$ cat src/sv/seven_segment_two_wire_writer_top_assert.svh
// Assertion macros for the seven-segment two-wire writer.
`ifndef SEVEN_SEGMENT_TWO_WIRE_WRITER_TOP_ASSERT_SVH
`define SEVEN_SEGMENT_TWO_WIRE_WRITER_TOP_ASSERT_SVH

// Same-cycle implication, sampled on clk, off during reset.
`define SSWW_ASSERT_IMP(label, ante, cons) \
    label: assert property (@(posedge clk) disable iff (!rst_n) (ante) |-> (cons)) \
        else $error("seven segment writer: implication failed");

// Next-cycle implication, sampled on clk, off during reset.
`define SSWW_ASSERT_NXT(label, ante, cons) \
    label: assert property (@(posedge clk) disable iff (!rst_n) (ante) |=> (cons)) \
        else $error("seven segment writer: next-cycle check failed");

`endif

$ cat src/sv/ssww_pkg.sv
// Package: payload types, command bytes and segment table for the display writer.
`timescale 1ns / 1ps
`default_nettype none

package ssww_pkg;

    localparam logic [7:0] CMD_DATA_FIXED = 8'h44;
    localparam logic [7:0] CMD_ADDRESS    = 8'hC0;
    localparam logic [7:0] CMD_CONTROL    = 8'h80;
    localparam logic [7:0] SEG_BLANK      = 8'h00;

    localparam int CFG_INDEX_W = 1;
    localparam int CFG_DATA_W  = 3;

    localparam logic [CFG_INDEX_W-1:0] CFG_BRIGHTNESS = 1'd0;
    localparam logic [CFG_INDEX_W-1:0] CFG_DISPLAY_ON = 1'd1;

    typedef struct packed {
        logic       start_request;
        logic [2:0] position;
        logic [3:0] digit;
        logic       dio_sample;
    } in_t;

    typedef struct packed {
        logic clk_level;
        logic dio_level;
        logic busy_res;
        logic done_res;
    } out_t;

    function automatic logic [7:0] seg_pattern(input logic [3:0] digit);
        logic [7:0] seg;
        case (digit)
            4'd0:    seg = 8'h3F;
            4'd1:    seg = 8'h06;
            4'd2:    seg = 8'h5B;
            4'd3:    seg = 8'h4F;
            4'd4:    seg = 8'h66;
            4'd5:    seg = 8'h6D;
            4'd6:    seg = 8'h7D;
            4'd7:    seg = 8'h07;
            4'd8:    seg = 8'h7F;
            4'd9:    seg = 8'h6F;
            default: seg = SEG_BLANK;
        endcase
        return seg;
    endfunction

endpackage

`default_nettype wire

$ cat src/sv/seven_segment_two_wire_writer_top.sv
// Channel    | Direction | Handshake          | Payload
// in         | input     | in_valid/in_stall  | in_data (in_t): request, position, digit, sample
// out        | output    | out_valid/out_stall| out_data (out_t): pin levels, busy, done
// cfg        | input     | cfg_valid/cfg_ready| cfg_index, cfg_data
//
// One input transaction (tick) per cycle while in_stall is low; its result is registered.
// The step sequencer is a single state register updated once per accepted tick.
// A two-entry output stage (result register plus skid) absorbs one result while out_stall is high;
// in_stall comes straight from the skid register.
// Reset: sequencer idle, both pins high, brightness 0, display on; cfg_ready is always high.
`timescale 1ns / 1ps
`default_nettype none

module seven_segment_two_wire_writer_top
    import ssww_pkg::*;
(
    input  wire logic                   clk,
    input  wire logic                   rst_n,
    input  wire logic                   in_valid,
    output logic                        in_stall,
    input  wire in_t                    in_data,
    output logic                        out_valid,
    input  wire logic                   out_stall,
    output out_t                        out_data,
    input  wire logic                   cfg_valid,
    output logic                        cfg_ready,
    input  wire logic [CFG_INDEX_W-1:0] cfg_index,
    input  wire logic [CFG_DATA_W-1:0]  cfg_data
);

    typedef enum logic [3:0] {
        ST_IDLE           = 4'd0,
        ST_START_DIO_HIGH = 4'd1,
        ST_START_CLK_HIGH = 4'd2,
        ST_START_DIO_LOW  = 4'd3,
        ST_START_CLK_LOW  = 4'd4,
        ST_BIT_CLK_LOW    = 4'd5,
        ST_BIT_DIO        = 4'd6,
        ST_BIT_CLK_HIGH   = 4'd7,
        ST_ACK_CLK_LOW    = 4'd8,
        ST_ACK_RELEASE    = 4'd9,
        ST_ACK_CLK_HIGH   = 4'd10,
        ST_ACK_WAIT       = 4'd11,
        ST_STOP_CLK_LOW   = 4'd12,
        ST_STOP_DIO_LOW   = 4'd13,
        ST_STOP_CLK_HIGH  = 4'd14,
        ST_STOP_DIO_HIGH  = 4'd15
    } step_t;

    step_t      step_reg, step_next, step_cur;
    logic [1:0] xact_reg, xact_next;
    logic [3:0] bit_index_reg, bit_index_next;
    logic [7:0] shift_reg, shift_next;
    logic [2:0] addr_reg, addr_next;
    logic [7:0] seg_reg, seg_next;
    logic       clock_pin_reg, clock_pin_next;
    logic       data_pin_reg, data_pin_next;
    logic [2:0] brightness_reg, brightness_next;
    logic       display_on_reg, display_on_next;

    out_t       out_reg, out_next;
    out_t       skid_reg, skid_next;
    logic       out_valid_reg, out_valid_next;
    logic       skid_valid_reg, skid_valid_next;

    logic       accept;
    logic       out_fire;
    logic       cfg_write;
    logic       busy;
    logic       done;
    logic [7:0] byte_sel;
    out_t       result;

    assign accept    = in_valid && !skid_valid_reg;
    assign out_fire  = out_valid_reg && !out_stall;
    assign cfg_write = cfg_valid && cfg_ready;

    assign in_stall  = skid_valid_reg;
    assign out_valid = out_valid_reg;
    assign out_data  = out_reg;
    assign cfg_ready = 1'b1;

    always_comb
    begin
        case (xact_reg)
            2'd0:    byte_sel = CMD_DATA_FIXED;
            2'd1:    byte_sel = CMD_ADDRESS | {5'd0, addr_reg};
            2'd2:    byte_sel = seg_reg;
            default: byte_sel = CMD_CONTROL | {4'd0, display_on_reg, brightness_reg};
        endcase
    end

    always_comb
    begin
        step_cur       = step_reg;
        xact_next      = xact_reg;
        bit_index_next = bit_index_reg;
        shift_next     = shift_reg;
        addr_next      = addr_reg;
        seg_next       = seg_reg;
        clock_pin_next = clock_pin_reg;
        data_pin_next  = data_pin_reg;
        done           = 1'b0;

        if (step_reg == ST_IDLE && in_data.start_request)
        begin
            addr_next = in_data.position;
            seg_next  = seg_pattern(in_data.digit);
            xact_next = 2'd0;
            step_cur  = ST_START_DIO_HIGH;
        end
        busy      = (step_cur != ST_IDLE);
        step_next = step_cur;

        unique case (step_cur)
            ST_IDLE:
            begin
                step_next = ST_IDLE;
            end
            ST_START_DIO_HIGH:
            begin
                data_pin_next = 1'b1;
                step_next     = ST_START_CLK_HIGH;
            end
            ST_START_CLK_HIGH:
            begin
                clock_pin_next = 1'b1;
                step_next      = ST_START_DIO_LOW;
            end
            ST_START_DIO_LOW:
            begin
                data_pin_next = 1'b0;
                step_next     = ST_START_CLK_LOW;
            end
            ST_START_CLK_LOW:
            begin
                clock_pin_next = 1'b0;
                shift_next     = byte_sel;
                bit_index_next = 4'd0;
                step_next      = ST_BIT_CLK_LOW;
            end
            ST_BIT_CLK_LOW:
            begin
                clock_pin_next = 1'b0;
                step_next      = ST_BIT_DIO;
            end
            ST_BIT_DIO:
            begin
                data_pin_next = shift_reg[0];
                shift_next    = {1'b0, shift_reg[7:1]};
                step_next     = ST_BIT_CLK_HIGH;
            end
            ST_BIT_CLK_HIGH:
            begin
                clock_pin_next = 1'b1;
                bit_index_next = bit_index_reg + 4'd1;
                step_next      = bit_index_next[3] ? ST_ACK_CLK_LOW : ST_BIT_CLK_LOW;
            end
            ST_ACK_CLK_LOW:
            begin
                clock_pin_next = 1'b0;
                step_next      = ST_ACK_RELEASE;
            end
            ST_ACK_RELEASE:
            begin
                data_pin_next = 1'b1;
                step_next     = ST_ACK_CLK_HIGH;
            end
            ST_ACK_CLK_HIGH:
            begin
                clock_pin_next = 1'b1;
                step_next      = ST_ACK_WAIT;
            end
            ST_ACK_WAIT:
            begin
                if (!in_data.dio_sample)
                begin
                    clock_pin_next = 1'b0;
                    if (xact_reg == 2'd1)
                    begin
                        // address byte is followed by the segment byte in the same frame
                        xact_next      = 2'd2;
                        shift_next     = seg_reg;
                        bit_index_next = 4'd0;
                        step_next      = ST_BIT_CLK_LOW;
                    end
                    else
                    begin
                        step_next = ST_STOP_CLK_LOW;
                    end
                end
            end
            ST_STOP_CLK_LOW:
            begin
                clock_pin_next = 1'b0;
                step_next      = ST_STOP_DIO_LOW;
            end
            ST_STOP_DIO_LOW:
            begin
                data_pin_next = 1'b0;
                step_next     = ST_STOP_CLK_HIGH;
            end
            ST_STOP_CLK_HIGH:
            begin
                clock_pin_next = 1'b1;
                step_next      = ST_STOP_DIO_HIGH;
            end
            ST_STOP_DIO_HIGH:
            begin
                data_pin_next = 1'b1;
                if (xact_reg == 2'd3)
                begin
                    done      = 1'b1;
                    xact_next = 2'd0;
                    step_next = ST_IDLE;
                end
                else
                begin
                    xact_next = xact_reg + 2'd1;
                    step_next = ST_START_DIO_HIGH;
                end
            end
        endcase

        result.clk_level = clock_pin_next;
        result.dio_level = data_pin_next;
        result.busy_res  = busy;
        result.done_res  = done;
    end

    always_comb
    begin
        brightness_next = brightness_reg;
        display_on_next = display_on_reg;
        if (cfg_write)
        begin
            unique case (cfg_index)
                CFG_BRIGHTNESS: brightness_next = cfg_data;
                CFG_DISPLAY_ON: display_on_next = cfg_data[0];
            endcase
        end
    end

    always_comb
    begin
        out_next        = out_reg;
        skid_next       = skid_reg;
        out_valid_next  = out_valid_reg;
        skid_valid_next = skid_valid_reg;
        if (skid_valid_reg)
        begin
            if (out_fire)
            begin
                out_next        = skid_reg;
                skid_valid_next = 1'b0;
            end
        end
        else if (accept)
        begin
            if (!out_valid_reg || out_fire)
            begin
                out_next       = result;
                out_valid_next = 1'b1;
            end
            else
            begin
                skid_next       = result;
                skid_valid_next = 1'b1;
            end
        end
        else if (out_fire)
        begin
            out_valid_next = 1'b0;
        end
    end

    always_ff @(posedge clk or negedge rst_n)
    begin
        if (!rst_n)
        begin
            step_reg       <= ST_IDLE;
            xact_reg       <= 2'd0;
            bit_index_reg  <= 4'd0;
            shift_reg      <= 8'd0;
            addr_reg       <= 3'd0;
            seg_reg        <= 8'd0;
            clock_pin_reg  <= 1'b1;
            data_pin_reg   <= 1'b1;
            brightness_reg <= 3'd0;
            display_on_reg <= 1'b1;
            out_reg        <= '0;
            skid_reg       <= '0;
            out_valid_reg  <= 1'b0;
            skid_valid_reg <= 1'b0;
        end
        else
        begin
            if (accept)
            begin
                step_reg      <= step_next;
                xact_reg      <= xact_next;
                bit_index_reg <= bit_index_next;
                shift_reg     <= shift_next;
                addr_reg      <= addr_next;
                seg_reg       <= seg_next;
                clock_pin_reg <= clock_pin_next;
                data_pin_reg  <= data_pin_next;
            end
            brightness_reg <= brightness_next;
            display_on_reg <= display_on_next;
            out_reg        <= out_next;
            skid_reg       <= skid_next;
            out_valid_reg  <= out_valid_next;
            skid_valid_reg <= skid_valid_next;
        end
    end

    `include "seven_segment_two_wire_writer_top_assert.svh"

    `SSWW_ASSERT_IMP(a_skid_behind_out, skid_valid_reg, out_valid_reg)
    `SSWW_ASSERT_NXT(a_done_goes_idle, accept && done, step_reg == ST_IDLE)
    `SSWW_ASSERT_NXT(a_hold_without_tick, !accept, $stable(step_reg) && $stable(clock_pin_reg))
    `SSWW_ASSERT_NXT(a_idle_pins_hold, accept && !busy,
        $stable(clock_pin_reg) && $stable(data_pin_reg) && step_reg == ST_IDLE)
    `SSWW_ASSERT_NXT(a_ack_wait_holds,
        accept && step_reg == ST_ACK_WAIT && in_data.dio_sample, step_reg == ST_ACK_WAIT)

endmodule

`default_nettype wire
$ cat config.mk
export PLATFORM = sky130hd
export DESIGN_NAME = seven_segment_two_wire_writer_top
export DESIGN_NICKNAME = d
export VERILOG_FILES = /design/src/sv/ssww_pkg.sv /design/src/sv/seven_segment_two_wire_writer_top.sv
export VERILOG_INCLUDE_DIRS = /design/src /design/src/sv
export SDC_FILE = /design/constraint.sdc
export NUM_CORES = 1
export LEC_CHECK = 0
export BUFFER_PORTS_ARGS = -buffer_cell sky130_fd_sc_hd__buf_2
export CELL_PAD_IN_SITES_DETAIL_PLACEMENT = 1
export CELL_PAD_IN_SITES_GLOBAL_PLACEMENT = 2
export CORE_MARGIN = 3
export CORE_UTILIZATION = 41
export CTS_CLUSTER_DIAMETER = 50
export DETAILED_ROUTE_END_ITERATION = 10
export PLACE_DENSITY = 0.89
export SYNTH_ARGS = -nofsm -noshare
export SYNTH_HDL_FRONTEND = slang
export SYNTH_SLANG_ARGS = --single-unit
$ cat constraint.sdc
create_clock -name clk -period 5.3 [get_ports clk]
set_input_delay 1.06 -clock clk [delete_from_list [all_inputs] [get_ports clk]]
set_output_delay 1.06 -clock clk [all_outputs]
set_load 0.02 [all_outputs]
-- Yosys cells after proc, flatten, opt, wreduce, memory -nomap -nowiden
Memory sizes are Yosys's and may differ from the RTL's. A register that Yosys moved wholly into a read port is not among the register bits.
Index checks and enable logic that the tools add are counted.
- output and inout port bits: 7
- register bits: 45
- memories: 1
- memory bits (read-only): 112
- reductions and logical operators: 29
- eq/ne operators: 22
- bitwise logic cells: 3
- add/subtract/negate cells: 2
- muxes and demuxes: 34
- memory list (memory ; depth ; width ; rd ports ; clocked after memory_dff ; write ports ; line ; source):
    (name not given) ; 16 ; 7 ; 1 ; 1 ; 0 ; ssww_pkg.sv:34 ; case (digit)
- operators by type and width (operator ; number):
    4-bit one-hot mux with 16 select lines ; 1
    8-bit one-hot mux with 3 select lines ; 2
    4-bit 2-to-1 mux ; 10
    4-bit equality test, second input constant ; 8
    4-bit by 3-bit equality test with 1-bit output, second input constant ; 4
    8-bit 2-to-1 mux ; 2
    4-bit one-hot mux with 3 select lines ; 1
    1-bit 2-to-1 mux ; 11
    3-bit AND reduction ; 3
    4-bit by 2-bit equality test with 1-bit output, second input constant ; 2
    4-bit zero test ; 2
    2-bit 2-to-1 mux ; 4
    4-bit AND reduction ; 2
    4-bit OR reduction ; 2
    1-bit one-hot mux with 3 select lines ; 2
    2-bit AND reduction ; 3
    2-bit nonzero test ; 3
    3-bit nonzero test ; 2
    4-bit by 1-bit adder with 4-bit output, second input constant ; 1
    2-bit equality test, second input constant ; 2
    4-bit by 1-bit equality test with 1-bit output, second input constant ; 1
    1-bit zero test ; 4
    2-bit by 1-bit != test with 1-bit output, second input constant ; 2
    2-bit != test, second input constant ; 2
    10 further kinds ; 14

-- Logic depth before layout (Yosys ltp)
- depth in word-level cells: 9
- depth in mapped cells: 7
- mapped depth without buffers: 6

-- Least setup slack after synthesis
No wires, ideal clock.
- path type: input port to flip-flop
- start point: in in_data[0] (netlist name)
- end point: reg shift_reg[0]
- buffers on the path: 0
- required time: 5.175 ns
- data arrival time: 1.944 ns
- setup slack: 3.231 ns
- stages on the path: 4
- library setup time: 0.125 ns
- path through: nor2_1 a31oi_1 nor2_4 mux2_4
- word-level cells in the longest chain between the ends: 2
- RTL lines (what ; line ; source):
    start: declaration ; seven_segment_two_wire_writer_top.sv:21 ; input wire in_t in_data,
    2-bit != test (no line) ; - ;
    4-bit AND reduction (no line) ; - ;
    end signal: assignment ; seven_segment_two_wire_writer_top.sv:303 ; shift_reg <= shift_next;
    end: declaration ; seven_segment_two_wire_writer_top.sv:53 ; logic [7:0] shift_reg, shift_next;
No other way between the ends.
A chain may end at the register's enable or synchronous reset.

-- Worst setup path after layout
- start point: in in_valid
- end point: reg addr_reg[0]
- word-level cells in the longest chain between the ends: 2
- RTL lines (what ; line ; source):
    start: declaration ; seven_segment_two_wire_writer_top.sv:19 ; input wire logic in_valid,
    1-bit logical AND ; seven_segment_two_wire_writer_top.sv:74 ; assign accept = in_valid && !skid_valid_reg;
    2-bit AND reduction (no line) ; - ;
    end signal: assignment ; seven_segment_two_wire_writer_top.sv:304 ; addr_reg <= addr_next;
    end: declaration ; seven_segment_two_wire_writer_top.sv:54 ; logic [2:0] addr_reg, addr_next;
No other way between the ends.

==> out/results.tsv <==
stage	metric	value	unit
clock_network	post-CTS setup repair buffer count	0	
finish	most common cell after layout, fill and taps aside	dfrtp_1	
timing	setup tns final	0	ps
setup_path	reg2reg setup slack	3040	ps
detailed_routing	Routed WL	6274	um
synthesis	Synthesized Nets	304	
clock_network	H-tree depth	2	
clock_network	Root Buffer	clkbuf_8	
timing	Max Clock Freq	434.3	MHz
finish	max reg flops	8	
setup_path	Setup crit end	addr_reg[0]$_DFFE_PN0P_	
grt	vias in the first global route	2126	
timing	Tcrit/Tclk final	43.44	%
clock_network	clock latency on the worst-skew pair	290	ps
finish	ANT cells	0	
clock_network	CTS Buf Count	5	
place	placed inst area	0.002820	sq mm
synthesis	Async SR Flop Fraction	100.0	%
timing	Fin. Hold Viols	0	
timing	worst slew pin tran	1004	ps
timing	final setup fails	0	
synthesis	Yosys reg bits	44	
clock_network	Clock Pin Slew Worst Setup and Hold Paths	80	ps
grt	pin count of the biggest net entering global routing	45	
worst_hold_path	worst min-delay path category	reg2reg	
die	Die Width	87.17	um
clock_network	Max Root-Sink Buffers	2	
place	GP Congestion	0.7583	
die	I/O Pins	25	
grt	Total GRT Usage	17.76	%
clock_network	hold_buf cts	0	
synthesis	Synth top area share	37.98	%
detailed_routing	Post-route DRC	0	
die	initial core utilization	44.06	%
setup_path	crit end category	flop	
detailed_routing	router iterations before antenna repair	4	
finish	Layout area overhead	7.828	%
timing	Tmin final	2302	ps
timing	max-slew violations	0	
synthesis	number of synthesized flops with an enable pin	0	
finish	most frequent cells in the layout	dfrtp_1, o21ai_0, nand2_1	
synthesis	Mapped Area	0.002701	sq mm
die	FP Rows	28	
setup_path	CP required	5480	ps
die	core area	0.006131	sq mm
setup_path	crit-path max FO	18	
clock_network	TritonCTS clock tree	done	
grt	first-pass GRT wire length	10780	um
setup_path	CP Class	in2reg	
finish	Nets	318	
place	HPWL after DPL	4459	um
timing	RSZ-0062 raised after global routing	false	
place	input/output buffers	23	
timing	Rel. slew slack	33.06	%
finish	Final Instance Area	0.002913	sq mm
grt	initial antenna violation count	0	
setup_path	FF-to-FF End	bit_index_reg[2]$_DFFE_PN0P_	
synthesis	cells after synthesis	275	
setup_path	r2r startpoint	step_reg[2]$_DFFE_PN0P_	
power	pwr/cell area	488.6	mW/mm^2
detailed_routing	antenna viol nets, final	0	
power	maximum VDD drop	0.2701	mV
synthesis	top cells by area in the synthesized netlist	dfrtp_1, o21ai_0, ha_1	
synthesis	Post-synth top flop	dfrtp_1	
timing	Final Skew	12.98	ps
synthesis	area leader, netlist	dfrtp_1	
synthesis	sequential area share after synthesis	40.90	%
die	Die Area	0.007599	sq mm
status	outcome	completed	
detailed_routing	1st-iter DRT viols	74	
setup_path	CP Launch Type	primary input	
clock_network	clk sinks	44	
synthesis	Syn. warnings	0	
grt	GR Overflow Total	0	
setup_path	launch point of the worst path	in_valid	
die	Die H	87.17	um
setup_path	worst r2r path cells	4	
synthesis	library cells used by synthesis	59	
detailed_routing	vias per cell	5.688	
flow_run	Max Cap Viol	0	
clock_network	CTS resizes	0	
setup_path	CP arrival	2480	ps
power	Leakage	1.286	nW
finish	layout cells sized above 1	19.31	%
synthesis	syn_area_per_cell	9.823	sq um
detailed_routing	wire length per cell	17.19	um
detailed_routing	Vias	2076	
==> logic make-up (layout without fill, tap and decap cells) <==
kind of cell               Yosys count  after routing  share of synthesized area (%)
AOI/OAI and AO/OA                   85             85                          21.40
and+or+nand+nor                     82             82                          17.60
DFF                                 44             44                          40.90
buffers and inverters               28             43                          5.002
muxes                               20             20                          8.569
adders and majority gates           11             11                          5.095
xor gates and xnor gates             4              4                          1.297
other                                1              1                         0.1388
==> worst min-delay path by stage <==
stage | from | end | slack (ps) | cells past startpoint
after detailed placement | skid_reg[2]$_DFFE_PN0P_ | skid_reg[2]$_DFFE_PN0P_ | 470 | 2
after global routing | skid_reg[2]$_DFFE_PN0P_ | skid_reg[2]$_DFFE_PN0P_ | 520 | 2
after global placement | skid_reg[2]$_DFFE_PN0P_ | skid_reg[2]$_DFFE_PN0P_ | 450 | 2
after CTS | skid_reg[2]$_DFFE_PN0P_ | skid_reg[2]$_DFFE_PN0P_ | 490 | 2
after floorplan | skid_reg[2]$_DFFE_PN0P_ | skid_reg[2]$_DFFE_PN0P_ | 440 | 2
final | skid_reg[1]$_DFFE_PN0P_ | skid_reg[1]$_DFFE_PN0P_ | 490 | 2
==> synthesized netlist by cell type, types with 2 or more instances <==
library cell  number
o2bb2ai_1          2
ha_1              11
a211oi_1           3
clkbuf_1           7
a21o_1             3
dfstp_2            3
o221ai_1           2
mux2_4             4
o21a_1             2
o211ai_1           3
dfrtp_1           41
buf_2              3
nor2b_1            7
a32oi_1            2
nand2_1           28
mux2_2             9
a22o_1             6
and3b_1            3
nor2_1            11
a22oi_1            4
and2_1             2
a21oi_1           11
a31oi_1            6
buf_4              5
mux2i_1            7
o31ai_1            2
inv_1             12
xor2_1             3
nand2b_1          10
and4b_1            2
o21ai_0           29
nand3_1            3
and3_1             3
==> power by group <==
group          switching, mW  internal, mW  total (mW)
registers              0.157         0.443       0.600
logic                  0.330         0.276       0.607
clock network          0.112         0.104       0.216
total                  0.600         0.824        1.42
==> worst max-delay path, stage by stage <==
cell     delay (ps)
buf_2           100
nor2b_1         480
nand3_2         430
mux2_2          390
==> stage by stage <==
stage / power (mW) / worst slack, ps / hold WS, ps / instances / utilization, %
6_report: 1.423 / 2998 / 485.3 / 365 / 47.51
3_5_place_dp: 1.210 / 2695 / 471.7 / 357 / 46.00
3_3_place_gp: 1.181 / 2750 / 453.8 / 357 / 46.00
2_1_floorplan: 1.051 / 3231 / 441.8 / 275 / -
4_1_cts: 1.435 / 3011 / 490.8 / 365 / 47.51
5_1_grt: 1.545 / 2895 / 516.0 / 365 / 47.51
==> metal layers <==
metal	vias up	routed length, um	track usage, %
met1	1031	3310	26.94
met2	26	2824	26.98
met5	-	0	0
met3	0	140	2.933
li1	1019	-	-
met4	0	0	2.929
==> final cells by class <==
| type | count | area [sq um] |
|---|---|---|
| clock buffer | 6 | 82.58 |
| clock inverter | 2 | 10.01 |
| fill | 707 | 3218 |
| inverter | 12 | 45.04 |
| multi-input combinational | 203 | 1461 |
| sequential | 44 | 1105 |
| tap | 75 | 93.84 |
| timing repair buffer | 23 | 115.1 |
Power figures use the tool's default switching activity.
